<file path="config.mk">
export PLATFORM = sky130hd
export DESIGN_NAME = two_wire_link_byte_transceiver_flat
export DESIGN_NICKNAME = d
export VERILOG_FILES = /design/src/hw/rtl/tlbt_pkg.sv /design/src/hw/rtl/tlbt_if.sv /design/src/hw/rtl/two_wire_link_byte_transceiver.sv /design/src/hw/rtl/tlbt_cfg.sv /design/src/hw/rtl/tlbt_fsm.sv /design/src/flat_wrapper.sv
export SDC_FILE = /design/constraint.sdc
export NUM_CORES = 1
export LEC_CHECK = 0
export BUFFER_PORTS_ARGS = -buffer_cell sky130_fd_sc_hd__buf_4
export CORE_MARGIN = 8
export CORE_UTILIZATION = 30
export CTS_CLUSTER_SIZE = 40
export DETAILED_ROUTE_END_ITERATION = 8
export GPL_ROUTABILITY_DRIVEN = 0
export SLEW_MARGIN = 20
export SYNTH_ARGS = -nofsm -noshare
export SYNTH_HDL_FRONTEND = slang
export SYNTH_SLANG_ARGS = --single-unit
</file>
<file path="constraint.sdc">
create_clock -name i_clk -period 4.7 [get_ports i_clk]
set_input_delay 0.47 -clock i_clk [delete_from_list [all_inputs] [get_ports i_clk]]
set_output_delay 0.47 -clock i_clk [all_outputs]
set_load 0.03 [all_outputs]
</file>
<file path="src/hw/rtl/tlbt_pkg.sv">
// shared types and constants for the two-wire link byte transceiver
package tlbt_pkg;

    localparam int unsigned CmdW     = 2;
    localparam int unsigned ByteW    = 8;
    localparam int unsigned BitCntW  = 4;
    localparam int unsigned CfgIdxW  = 1;
    localparam int unsigned CfgDataW = 8;

    // command codes
    localparam logic [CmdW-1:0] CMD_TICK = 2'd0;
    localparam logic [CmdW-1:0] CMD_SEND = 2'd1;
    localparam logic [CmdW-1:0] CMD_RECV = 2'd2;

    // configuration register indexes
    localparam logic [CfgIdxW-1:0] CFG_PRE_BIT_DELAY = 1'd0;
    localparam logic [CfgIdxW-1:0] CFG_SETTLE_DELAY  = 1'd1;

    localparam logic [CfgDataW-1:0] PreBitDelayReset = 8'd64;
    localparam logic [CfgDataW-1:0] SettleDelayReset = 8'd16;

    localparam logic [BitCntW-1:0] BitsPerByte = 4'd8;

    typedef enum logic [3:0] {
        PH_IDLE        = 4'd0,
        PH_TX_WAITHIGH = 4'd1,
        PH_TX_PRE      = 4'd2,
        PH_TX_WAITACK  = 4'd3,
        PH_TX_SETTLE1  = 4'd4,
        PH_TX_WAITREL  = 4'd5,
        PH_TX_SETTLE2  = 4'd6,
        PH_RX_WAITLOW  = 4'd7,
        PH_RX_ACKONE   = 4'd8,
        PH_RX_ACKZERO  = 4'd9
    } t_phase;

    typedef struct packed {
        logic [CmdW-1:0]  cmd;
        logic [ByteW-1:0] tx_byte;
        logic             line_one_high;
        logic             line_zero_high;
    } t_in_item;

    typedef struct packed {
        logic             drive_one_low;
        logic             drive_zero_low;
        logic             busy_res;
        logic             done_res;
        logic [ByteW-1:0] rx_byte;
        logic             fault;
    } t_out_item;

    typedef struct packed {
        logic [CfgDataW-1:0] pre_bit_delay;
        logic [CfgDataW-1:0] settle_delay;
    } t_cfg;

endpackage

</file>
<file path="src/hw/rtl/tlbt_if.sv">
// valid/ready channel interfaces for tick items and result items
interface tlbt_in_if;
    logic                        valid;
    logic                        ready;
    logic [tlbt_pkg::CmdW-1:0]   cmd;
    logic [tlbt_pkg::ByteW-1:0]  tx_byte;
    logic                        line_one_high;
    logic                        line_zero_high;

    modport source (output valid, cmd, tx_byte, line_one_high, line_zero_high,
                    input ready);
    modport sink   (input valid, cmd, tx_byte, line_one_high, line_zero_high,
                    output ready);
endinterface

interface tlbt_out_if;
    logic                        valid;
    logic                        ready;
    logic                        drive_one_low;
    logic                        drive_zero_low;
    logic                        busy_res;
    logic                        done_res;
    logic [tlbt_pkg::ByteW-1:0]  rx_byte;
    logic                        fault;

    modport source (output valid, drive_one_low, drive_zero_low, busy_res, done_res,
                           rx_byte, fault,
                    input ready);
    modport sink   (input valid, drive_one_low, drive_zero_low, busy_res, done_res,
                          rx_byte, fault,
                    output ready);
endinterface

</file>
<file path="src/hw/rtl/two_wire_link_byte_transceiver.sv">
// top level: input register, link state machine, result register
//
//  channel   dir  handshake       payload
//  i_item    in   valid / ready   cmd, tx_byte, line_one_high, line_zero_high
//  o_res     out  valid / ready   drive_one_low, drive_zero_low, busy_res,
//                                 done_res, rx_byte, fault
//  cfg       in   i_cfg_we        i_cfg_idx, i_cfg_data
//
// one item a cycle sustained while results are taken; an item passes through the
// input register, then the state machine step into the result register
// synchronous active-low reset returns to idle with delays 64 and 16
// a stalled result holds the result register; the input register still takes
// one more item if it is empty, then ready drops until the result is taken
module two_wire_link_byte_transceiver (
    input  logic                            i_clk,
    input  logic                            i_rst_n,
    tlbt_in_if.sink                         i_item,
    tlbt_out_if.source                      o_res,
    input  logic                            i_cfg_we,
    input  logic [tlbt_pkg::CfgIdxW-1:0]    i_cfg_idx,
    input  logic [tlbt_pkg::CfgDataW-1:0]   i_cfg_data
);

    logic                  r_in_valid;
    tlbt_pkg::t_in_item    r_in;
    logic                  r_out_valid;
    tlbt_pkg::t_out_item   r_out;
    tlbt_pkg::t_out_item   step_res;
    tlbt_pkg::t_cfg        cfg;
    logic                  step;
    logic                  in_take;

    assign step    = r_in_valid && (!r_out_valid || o_res.ready);
    assign in_take = i_item.valid && i_item.ready;
    assign i_item.ready = !r_in_valid || step;

    always_ff @(posedge i_clk) begin
        if (!i_rst_n) begin
            r_in_valid <= 1'b0;
        end else if (in_take) begin
            r_in_valid <= 1'b1;
        end else if (step) begin
            r_in_valid <= 1'b0;
        end
    end

    always_ff @(posedge i_clk) begin
        if (in_take) begin
            r_in.cmd            <= i_item.cmd;
            r_in.tx_byte        <= i_item.tx_byte;
            r_in.line_one_high  <= i_item.line_one_high;
            r_in.line_zero_high <= i_item.line_zero_high;
        end
    end

    tlbt_cfg u_cfg (
        .i_clk      (i_clk),
        .i_rst_n    (i_rst_n),
        .i_cfg_we   (i_cfg_we),
        .i_cfg_idx  (i_cfg_idx),
        .i_cfg_data (i_cfg_data),
        .o_cfg      (cfg)
    );

    tlbt_fsm u_fsm (
        .i_clk   (i_clk),
        .i_rst_n (i_rst_n),
        .i_step  (step),
        .i_item  (r_in),
        .i_cfg   (cfg),
        .o_res   (step_res)
    );

    always_ff @(posedge i_clk) begin
        if (!i_rst_n) begin
            r_out_valid <= 1'b0;
        end else if (step) begin
            r_out_valid <= 1'b1;
        end else if (o_res.ready) begin
            r_out_valid <= 1'b0;
        end
    end

    always_ff @(posedge i_clk) begin
        if (step) begin
            r_out <= step_res;
        end
    end

    assign o_res.valid          = r_out_valid;
    assign o_res.drive_one_low  = r_out.drive_one_low;
    assign o_res.drive_zero_low = r_out.drive_zero_low;
    assign o_res.busy_res       = r_out.busy_res;
    assign o_res.done_res       = r_out.done_res;
    assign o_res.rx_byte        = r_out.rx_byte;
    assign o_res.fault          = r_out.fault;

endmodule

</file>
<file path="src/hw/rtl/tlbt_cfg.sv">
// configuration registers: pre-bit delay and settle delay
module tlbt_cfg (
    input  logic                               i_clk,
    input  logic                               i_rst_n,
    input  logic                               i_cfg_we,
    input  logic [tlbt_pkg::CfgIdxW-1:0]       i_cfg_idx,
    input  logic [tlbt_pkg::CfgDataW-1:0]      i_cfg_data,
    output tlbt_pkg::t_cfg                     o_cfg
);

    logic [tlbt_pkg::CfgDataW-1:0] r_pre_bit_delay;
    logic [tlbt_pkg::CfgDataW-1:0] r_settle_delay;

    always_ff @(posedge i_clk) begin
        if (!i_rst_n) begin
            r_pre_bit_delay <= tlbt_pkg::PreBitDelayReset;
            r_settle_delay  <= tlbt_pkg::SettleDelayReset;
        end else if (i_cfg_we) begin
            unique case (i_cfg_idx)
                tlbt_pkg::CFG_PRE_BIT_DELAY: r_pre_bit_delay <= i_cfg_data;
                tlbt_pkg::CFG_SETTLE_DELAY:  r_settle_delay  <= i_cfg_data;
                default: ;
            endcase
        end
    end

    assign o_cfg.pre_bit_delay = r_pre_bit_delay;
    assign o_cfg.settle_delay  = r_settle_delay;

endmodule

</file>
<file path="src/hw/rtl/tlbt_fsm.sv">
// link state machine: one tick per step, computes the result of that tick
module tlbt_fsm (
    input  logic                  i_clk,
    input  logic                  i_rst_n,
    input  logic                  i_step,
    input  tlbt_pkg::t_in_item    i_item,
    input  tlbt_pkg::t_cfg        i_cfg,
    output tlbt_pkg::t_out_item   o_res
);

    tlbt_pkg::t_phase                  r_phase, n_phase;
    logic [tlbt_pkg::BitCntW-1:0]      r_bit_count, n_bit_count;
    logic [tlbt_pkg::ByteW-1:0]        r_shift_byte, n_shift_byte;
    logic [tlbt_pkg::CfgDataW-1:0]     r_wait_count, n_wait_count;

    always_ff @(posedge i_clk) begin
        if (!i_rst_n) begin
            r_phase      <= tlbt_pkg::PH_IDLE;
            r_bit_count  <= '0;
            r_shift_byte <= '0;
            r_wait_count <= '0;
        end else if (i_step) begin
            r_phase      <= n_phase;
            r_bit_count  <= n_bit_count;
            r_shift_byte <= n_shift_byte;
            r_wait_count <= n_wait_count;
        end
    end

    always_comb begin
        logic                          mine_one;
        logic                          one_hi;
        logic                          zero_hi;
        logic [tlbt_pkg::BitCntW-1:0]  cnt_inc;
        logic [tlbt_pkg::CfgDataW-1:0] wait_inc;
        logic                          done;
        logic                          flt;
        logic [tlbt_pkg::ByteW-1:0]    rxo;

        mine_one = r_shift_byte[0];
        one_hi   = i_item.line_one_high;
        zero_hi  = i_item.line_zero_high;
        cnt_inc  = r_bit_count + tlbt_pkg::BitCntW'(1);
        wait_inc = r_wait_count + tlbt_pkg::CfgDataW'(1);
        done     = 1'b0;
        flt      = 1'b0;
        rxo      = '0;

        n_phase      = r_phase;
        n_bit_count  = r_bit_count;
        n_shift_byte = r_shift_byte;
        n_wait_count = r_wait_count;

        unique case (r_phase)
            tlbt_pkg::PH_IDLE: begin
                if (i_item.cmd == tlbt_pkg::CMD_SEND) begin
                    n_shift_byte = i_item.tx_byte;
                    n_bit_count  = '0;
                    n_wait_count = '0;
                    n_phase      = tlbt_pkg::PH_TX_WAITHIGH;
                end else if (i_item.cmd == tlbt_pkg::CMD_RECV) begin
                    n_shift_byte = '0;
                    n_bit_count  = '0;
                    n_wait_count = '0;
                    n_phase      = tlbt_pkg::PH_RX_WAITLOW;
                end
            end
            tlbt_pkg::PH_TX_WAITHIGH: begin
                if (one_hi && zero_hi) begin
                    n_wait_count = '0;
                    n_phase      = tlbt_pkg::PH_TX_PRE;
                end
            end
            tlbt_pkg::PH_TX_PRE: begin
                if (r_wait_count >= i_cfg.pre_bit_delay) begin
                    n_phase = tlbt_pkg::PH_TX_WAITACK;
                end else begin
                    n_wait_count = wait_inc;
                end
            end
            tlbt_pkg::PH_TX_WAITACK: begin
                // partner acknowledges on the opposite line
                if (mine_one ? !zero_hi : !one_hi) begin
                    n_wait_count = '0;
                    n_phase      = tlbt_pkg::PH_TX_SETTLE1;
                end
            end
            tlbt_pkg::PH_TX_SETTLE1: begin
                if (r_wait_count >= i_cfg.settle_delay) begin
                    n_phase = tlbt_pkg::PH_TX_WAITREL;
                end else begin
                    n_wait_count = wait_inc;
                end
            end
            tlbt_pkg::PH_TX_WAITREL: begin
                if (mine_one ? zero_hi : one_hi) begin
                    n_wait_count = '0;
                    n_phase      = tlbt_pkg::PH_TX_SETTLE2;
                end
            end
            tlbt_pkg::PH_TX_SETTLE2: begin
                if (r_wait_count >= i_cfg.settle_delay) begin
                    n_shift_byte = {1'b0, r_shift_byte[tlbt_pkg::ByteW-1:1]};
                    n_bit_count  = cnt_inc;
                    if (cnt_inc >= tlbt_pkg::BitsPerByte) begin
                        done    = 1'b1;
                        n_phase = tlbt_pkg::PH_IDLE;
                    end else begin
                        n_phase = tlbt_pkg::PH_TX_WAITHIGH;
                    end
                end else begin
                    n_wait_count = wait_inc;
                end
            end
            tlbt_pkg::PH_RX_WAITLOW: begin
                // both lines low is a broken link: give up
                if (!one_hi && !zero_hi) begin
                    flt     = 1'b1;
                    n_phase = tlbt_pkg::PH_IDLE;
                end else if (!one_hi) begin
                    n_phase = tlbt_pkg::PH_RX_ACKONE;
                end else if (!zero_hi) begin
                    n_phase = tlbt_pkg::PH_RX_ACKZERO;
                end
            end
            tlbt_pkg::PH_RX_ACKONE, tlbt_pkg::PH_RX_ACKZERO: begin
                if ((r_phase == tlbt_pkg::PH_RX_ACKONE) ? one_hi : zero_hi) begin
                    n_shift_byte = {r_phase == tlbt_pkg::PH_RX_ACKONE,
                                    r_shift_byte[tlbt_pkg::ByteW-1:1]};
                    n_bit_count  = cnt_inc;
                    if (cnt_inc >= tlbt_pkg::BitsPerByte) begin
                        done    = 1'b1;
                        rxo     = n_shift_byte;
                        n_phase = tlbt_pkg::PH_IDLE;
                    end else begin
                        n_phase = tlbt_pkg::PH_RX_WAITLOW;
                    end
                end
            end
            default: begin
                n_phase = tlbt_pkg::PH_IDLE;
            end
        endcase

        // line drive follows the state after this tick
        o_res.drive_one_low  = 1'b0;
        o_res.drive_zero_low = 1'b0;
        if (n_phase == tlbt_pkg::PH_TX_WAITACK || n_phase == tlbt_pkg::PH_TX_SETTLE1) begin
            o_res.drive_one_low  = n_shift_byte[0];
            o_res.drive_zero_low = !n_shift_byte[0];
        end else if (n_phase == tlbt_pkg::PH_RX_ACKONE) begin
            o_res.drive_zero_low = 1'b1;
        end else if (n_phase == tlbt_pkg::PH_RX_ACKZERO) begin
            o_res.drive_one_low = 1'b1;
        end
        o_res.busy_res = (n_phase != tlbt_pkg::PH_IDLE);
        o_res.done_res = done;
        o_res.rx_byte  = rxo;
        o_res.fault    = flt;
    end

endmodule

</file>
<file path="src/flat_wrapper.sv">
// flat-port wrapper written by rule: the top's interface ports become plain ports
module two_wire_link_byte_transceiver_flat 
  (i_clk, i_rst_n, i_cfg_we, i_cfg_idx, i_cfg_data, i_item_valid, i_item_cmd, i_item_tx_byte, i_item_line_one_high, i_item_line_zero_high, i_item_ready, o_res_valid, o_res_drive_one_low, o_res_drive_zero_low, o_res_busy_res, o_res_done_res, o_res_rx_byte, o_res_fault, o_res_ready);
  tlbt_in_if i_item_i ();
  tlbt_out_if o_res_i ();
  input  logic i_clk;
  input  logic i_rst_n;
  input  logic i_cfg_we;
  input  logic [tlbt_pkg::CfgIdxW-1:0] i_cfg_idx;
  input  logic [tlbt_pkg::CfgDataW-1:0] i_cfg_data;
  input wire logic [$bits(i_item_i.valid)-1:0] i_item_valid;
  input wire logic [$bits(i_item_i.cmd)-1:0] i_item_cmd;
  input wire logic [$bits(i_item_i.tx_byte)-1:0] i_item_tx_byte;
  input wire logic [$bits(i_item_i.line_one_high)-1:0] i_item_line_one_high;
  input wire logic [$bits(i_item_i.line_zero_high)-1:0] i_item_line_zero_high;
  output wire logic [$bits(i_item_i.ready)-1:0] i_item_ready;
  output wire logic [$bits(o_res_i.valid)-1:0] o_res_valid;
  output wire logic [$bits(o_res_i.drive_one_low)-1:0] o_res_drive_one_low;
  output wire logic [$bits(o_res_i.drive_zero_low)-1:0] o_res_drive_zero_low;
  output wire logic [$bits(o_res_i.busy_res)-1:0] o_res_busy_res;
  output wire logic [$bits(o_res_i.done_res)-1:0] o_res_done_res;
  output wire logic [$bits(o_res_i.rx_byte)-1:0] o_res_rx_byte;
  output wire logic [$bits(o_res_i.fault)-1:0] o_res_fault;
  input wire logic [$bits(o_res_i.ready)-1:0] o_res_ready;
  assign i_item_i.valid = i_item_valid;
  assign i_item_i.cmd = i_item_cmd;
  assign i_item_i.tx_byte = i_item_tx_byte;
  assign i_item_i.line_one_high = i_item_line_one_high;
  assign i_item_i.line_zero_high = i_item_line_zero_high;
  assign i_item_ready = i_item_i.ready;
  assign o_res_valid = o_res_i.valid;
  assign o_res_drive_one_low = o_res_i.drive_one_low;
  assign o_res_drive_zero_low = o_res_i.drive_zero_low;
  assign o_res_busy_res = o_res_i.busy_res;
  assign o_res_done_res = o_res_i.done_res;
  assign o_res_rx_byte = o_res_i.rx_byte;
  assign o_res_fault = o_res_i.fault;
  assign o_res_i.ready = o_res_ready;
  two_wire_link_byte_transceiver u_core (.i_clk(i_clk), .i_rst_n(i_rst_n), .i_item(i_item_i), .o_res(o_res_i), .i_cfg_we(i_cfg_we), .i_cfg_idx(i_cfg_idx), .i_cfg_data(i_cfg_data));
endmodule
</file>
==> run_results.csv <==
group,metric,value,unit
sta,timing_hold_violations_final,0,
detailed_routing,drt_drc_violations_left,0,
critical_path,worst_path_max_delay_cell,"sky130_fd_sc_hd__a2111o_1",
global_route,grt-busiest-layer,"met2",
detailed_routing,drt-wirelength-per-cell,14.8,um
sta,worst_max_slew_pin_slew,0.796,ns
pwr,powerDensity,349,nW/um2
detailed_routing,dr.first_iter.drc_count,183,
logic_synthesis,synthDistinctLibCells,68,
sta,relSlewSlack,0.469,
floorplanning,std_cell_rows,40,
finish,area.growth.synth_to_final,18.4,%
global_route,global_route.overflow_total,0,
place,placement.io_buffers,40,
finish,fraction_of_final_layout_cells_sized_beyond_drive_strength_1,0.180,
logic_synthesis,synth_largest_area_cell,"sky130_fd_sc_hd__dfxtp_1",
status,run_status,"finished clean",
critical_path,path_cells,"inv_1 -> ha_1 -> nand2b_4 -> a2111o_1 -> a31oi_4 -> o22ai_2 -> a221o_1 -> a32o_1",
critical_path,required,4.79,ns
logic_synthesis,asr_flop_ratio_synth,0,
sta,finalSetupViolCount,0,
clock_tree,cts_hold_buf,0,
logic_synthesis,post-synth-top-count-cell,"sky130_fd_sc_hd__nand2_1",
critical_path,timing.critical_path.buf_inv,1,
clock_tree,ctsResizeCount,0,
floorplanning,die_h,125,um
logic_synthesis,synthCells,387,
logic_synthesis,yosys-top-cells-area,"sky130_fd_sc_hd__dfxtp_1 23%, sky130_fd_sc_hd__edfxtp_1 21%, sky130_fd_sc_hd__ha_1 7.0%",
logic_synthesis,synth_seq_cells,67,
logic_synthesis,synth-seq-area-share,0.444,
sta,timing.clock.skew,0.00564,ns
clock_tree,cts.reportedPaths.clkPinSlew,0.05,ns
pwr,power.leakage,0.00157,uW
clock_tree,htreeDepth,3,
sta,fin_crit,2.91,ns
logic_synthesis,count_of_flip_flops_with_a_built_in_enable_after_synthesis,25,
clock_tree,tritoncts_num_sinks,67,
critical_path,critical_path_arrival,3.00,ns
min_path,hold_class,"in -> reg",
critical_path,critPathKind,"reg -> reg",
floorplanning,initial_core_util,0.303,
global_route,met2_usage,0.181,
detailed_routing,vias_per_cell,5.20,
clock_tree,post-cts-setup-buffer-count,0,
logic_synthesis,postSynthAreaPerCell,9.27,um2
finish,nNetsFinal,463,
critical_path,setup.worst_path.start_class,"register",
logic_synthesis,yosysWarnings,0,
floorplanning,fp.dieArea,15700,um2
logic_synthesis,synth.net_count,433,
clock_tree,tritoncts,"done",
logic_synthesis,netlist_area_before_placement,3590,um2
detailed_routing,vias,2958,
global_route,met1_usage,0.133,
logic_synthesis,synth_top_area_frac,0.234,
global_route,grtUsageTotal,0.112,
sta,tns,0,ns
sta,slew_violations,0,
critical_path,endpoint_kind,"register",
detailed_routing,drt_pre_antenna_iters,5,
clock_tree,clock_tree.root_cell,"sky130_fd_sc_hd__clkbuf_16",
finish,total_of_fill_cells_in_the_finished_design,1177,
finish,final_util,0.358,
pwr,vdd_drop_max,208,uV
floorplanning,die_w,125,um
floorplanning,design.core.area,11900,um2
global_route,wire_length_of_the_first_global_routing_pass,14.3,mm
finish,antenna-diode-count,0,
place,detailedPlacementHpwl,6.22,mm
critical_path,timing.critical_path.slowest_cell_delay,0.45,ns
global_route,grt_max_degree,25,
sta,timing.fmax,0.344,GHz
critical_path,timing.critical_path.fanout_max,8,
sta,post-route-period-util,0.619,
logic_synthesis,post_synth_most_frequent_cells,"44 x sky130_fd_sc_hd__nand2_1, 42 x sky130_fd_sc_hd__dfxtp_1, 38 x sky130_fd_sc_hd__a21oi_1",
clock_tree,cts_buffers,9,
global_route,gr-usage-met3,0.0268,
global_route,first_global_vias,2966,
flow_run,max_cap_violations,0,
global_route,antenna_violations_before_repair,0,
critical_path,crit_path_leading_delay_family,"compound AO/OA/AOI/OAI gates",
detailed_routing,routed_wirelength,8.41,mm
floorplanning,boundaryPins,41,
logic_synthesis,synthFlopType,"sky130_fd_sc_hd__dfxtp_1",
sta,setup_repair_after_global_routing_missed_its_margin,"no",
clock_tree,clock_tree.buffer_depth,2,
detailed_routing,drtAntennaViolNets,0,
clock_tree,clk_latency,0.34,ns
## stage by stage
stage	instances	setup slack [ns]	instance area, um2	total power (uW)	hold slack, ns
final	569	1.79	4250	1480	0.304
after detailed placement	553	1.66	3950	839	0.455
after global placement	553	1.77	3950	836	0.448
after floorplan	387	2.07	3590	788	0.436
after CTS	569	1.81	4240	1490	0.298
after global routing	569	1.67	4250	1540	0.296
## path summary, 6_finish.rpt
path / end / slack (ns) / cells past startpoint / start
worst min register to register: u_core.u_cfg.r_pre_bit_delay[7] / 0.46 / 2 / u_core.u_cfg.r_pre_bit_delay[7]
worst min-delay path: u_core.r_in[8] / 0.30 / 1 / i_item_tx_byte[6]
worst max register to register: u_core.o_res.drive_one_low / 1.79 / 8 / u_core.u_fsm.r_wait_count[0]
worst max-delay path: u_core.o_res.drive_one_low / 1.79 / 8 / u_core.u_fsm.r_wait_count[0]
## where the power goes
part | total, uW | switching [uW] | internal (uW)
logic | 171 | 102 | 69.6
clock network | 651 | 243 | 408
registers | 659 | 27.7 | 631
total | 1480 | 373 | 1110
## state kept, by name, indices dropped and copies added (netlist names)
signal	flops
u_core.u_fsm.r_wait_count	8
u_core.u_cfg.r_pre_bit_delay	8
u_core.u_fsm.r_shift_byte	8
u_core.o_res.valid	1
u_core.o_res.done_res	1
u_core.u_cfg.r_settle_delay	8
u_core.o_res.rx_byte	8
u_core.r_in_valid	1
u_core.o_res.busy_res	1
u_core.r_in	12
u_core.o_res.drive_one_low	1
u_core.o_res.drive_zero_low	1
u_core.o_res.fault	1
u_core.u_fsm.r_bit_count	4
u_core.u_fsm.r_phase	4
## area by class of cell
type                    count  area, um2  area share
multi-input cells         275       1800       0.423
flip-flops and latches     67       1590       0.374
repair buffers             40        300      0.0707
clock buffers              11        233      0.0548
well taps                 147        184      0.0433
inverters                  24       90.1      0.0212
clock inverters             5       55.1      0.0130
## routing by layer
metal	vias up	wire, um
li1	1466	-
met1	1405	3860
met2	71	3980
met3	16	344
met4	0	221
met5	-	0
## worst register-to-register path: cells and delay by family (launching register included)
kind            cells  cell delay [ns]
flops               1             0.40
compound gates      5             1.75
buf+inv             1             0.09
fa+ha+maj           1             0.29
simple gates        1             0.13
## cell families after synthesis
family,share of synthesized area
AO/OA/AOI/OAI,0.201
adder cells (fa/ha/maj),0.0697
flip-flops,0.444
multiplexers,0.00872
XOR/XNOR,0.00488
buffers and inverters,0.0614
AND/OR/NAND/NOR,0.211
## layout by cell type (no fill, tap or decap), drive strengths merged, types with 3 or more instances in the layout
cell type | Yosys | layout
nor2 | 27 | 27
and2 | 11 | 11
a21oi | 38 | 38
o22ai | 4 | 4
a22oi | 7 | 7
o31ai | 8 | 8
nand2 | 44 | 44
nand2b | 9 | 9
o211ai | 3 | 3
nand4 | 3 | 3
a211oi | 7 | 7
nor4 | 4 | 4
a31oi | 3 | 3
ha | 20 | 20
o21ai | 18 | 18
inv | 24 | 24
edfxtp | 25 | 25
nand3 | 16 | 16
or4 | 7 | 7
dfxtp | 42 | 42
nor3 | 5 | 5
nor2b | 4 | 4
buf | 11 | 40
clkbuf | 10 | 11
Note: power is estimated with default switching activity, not from simulation.
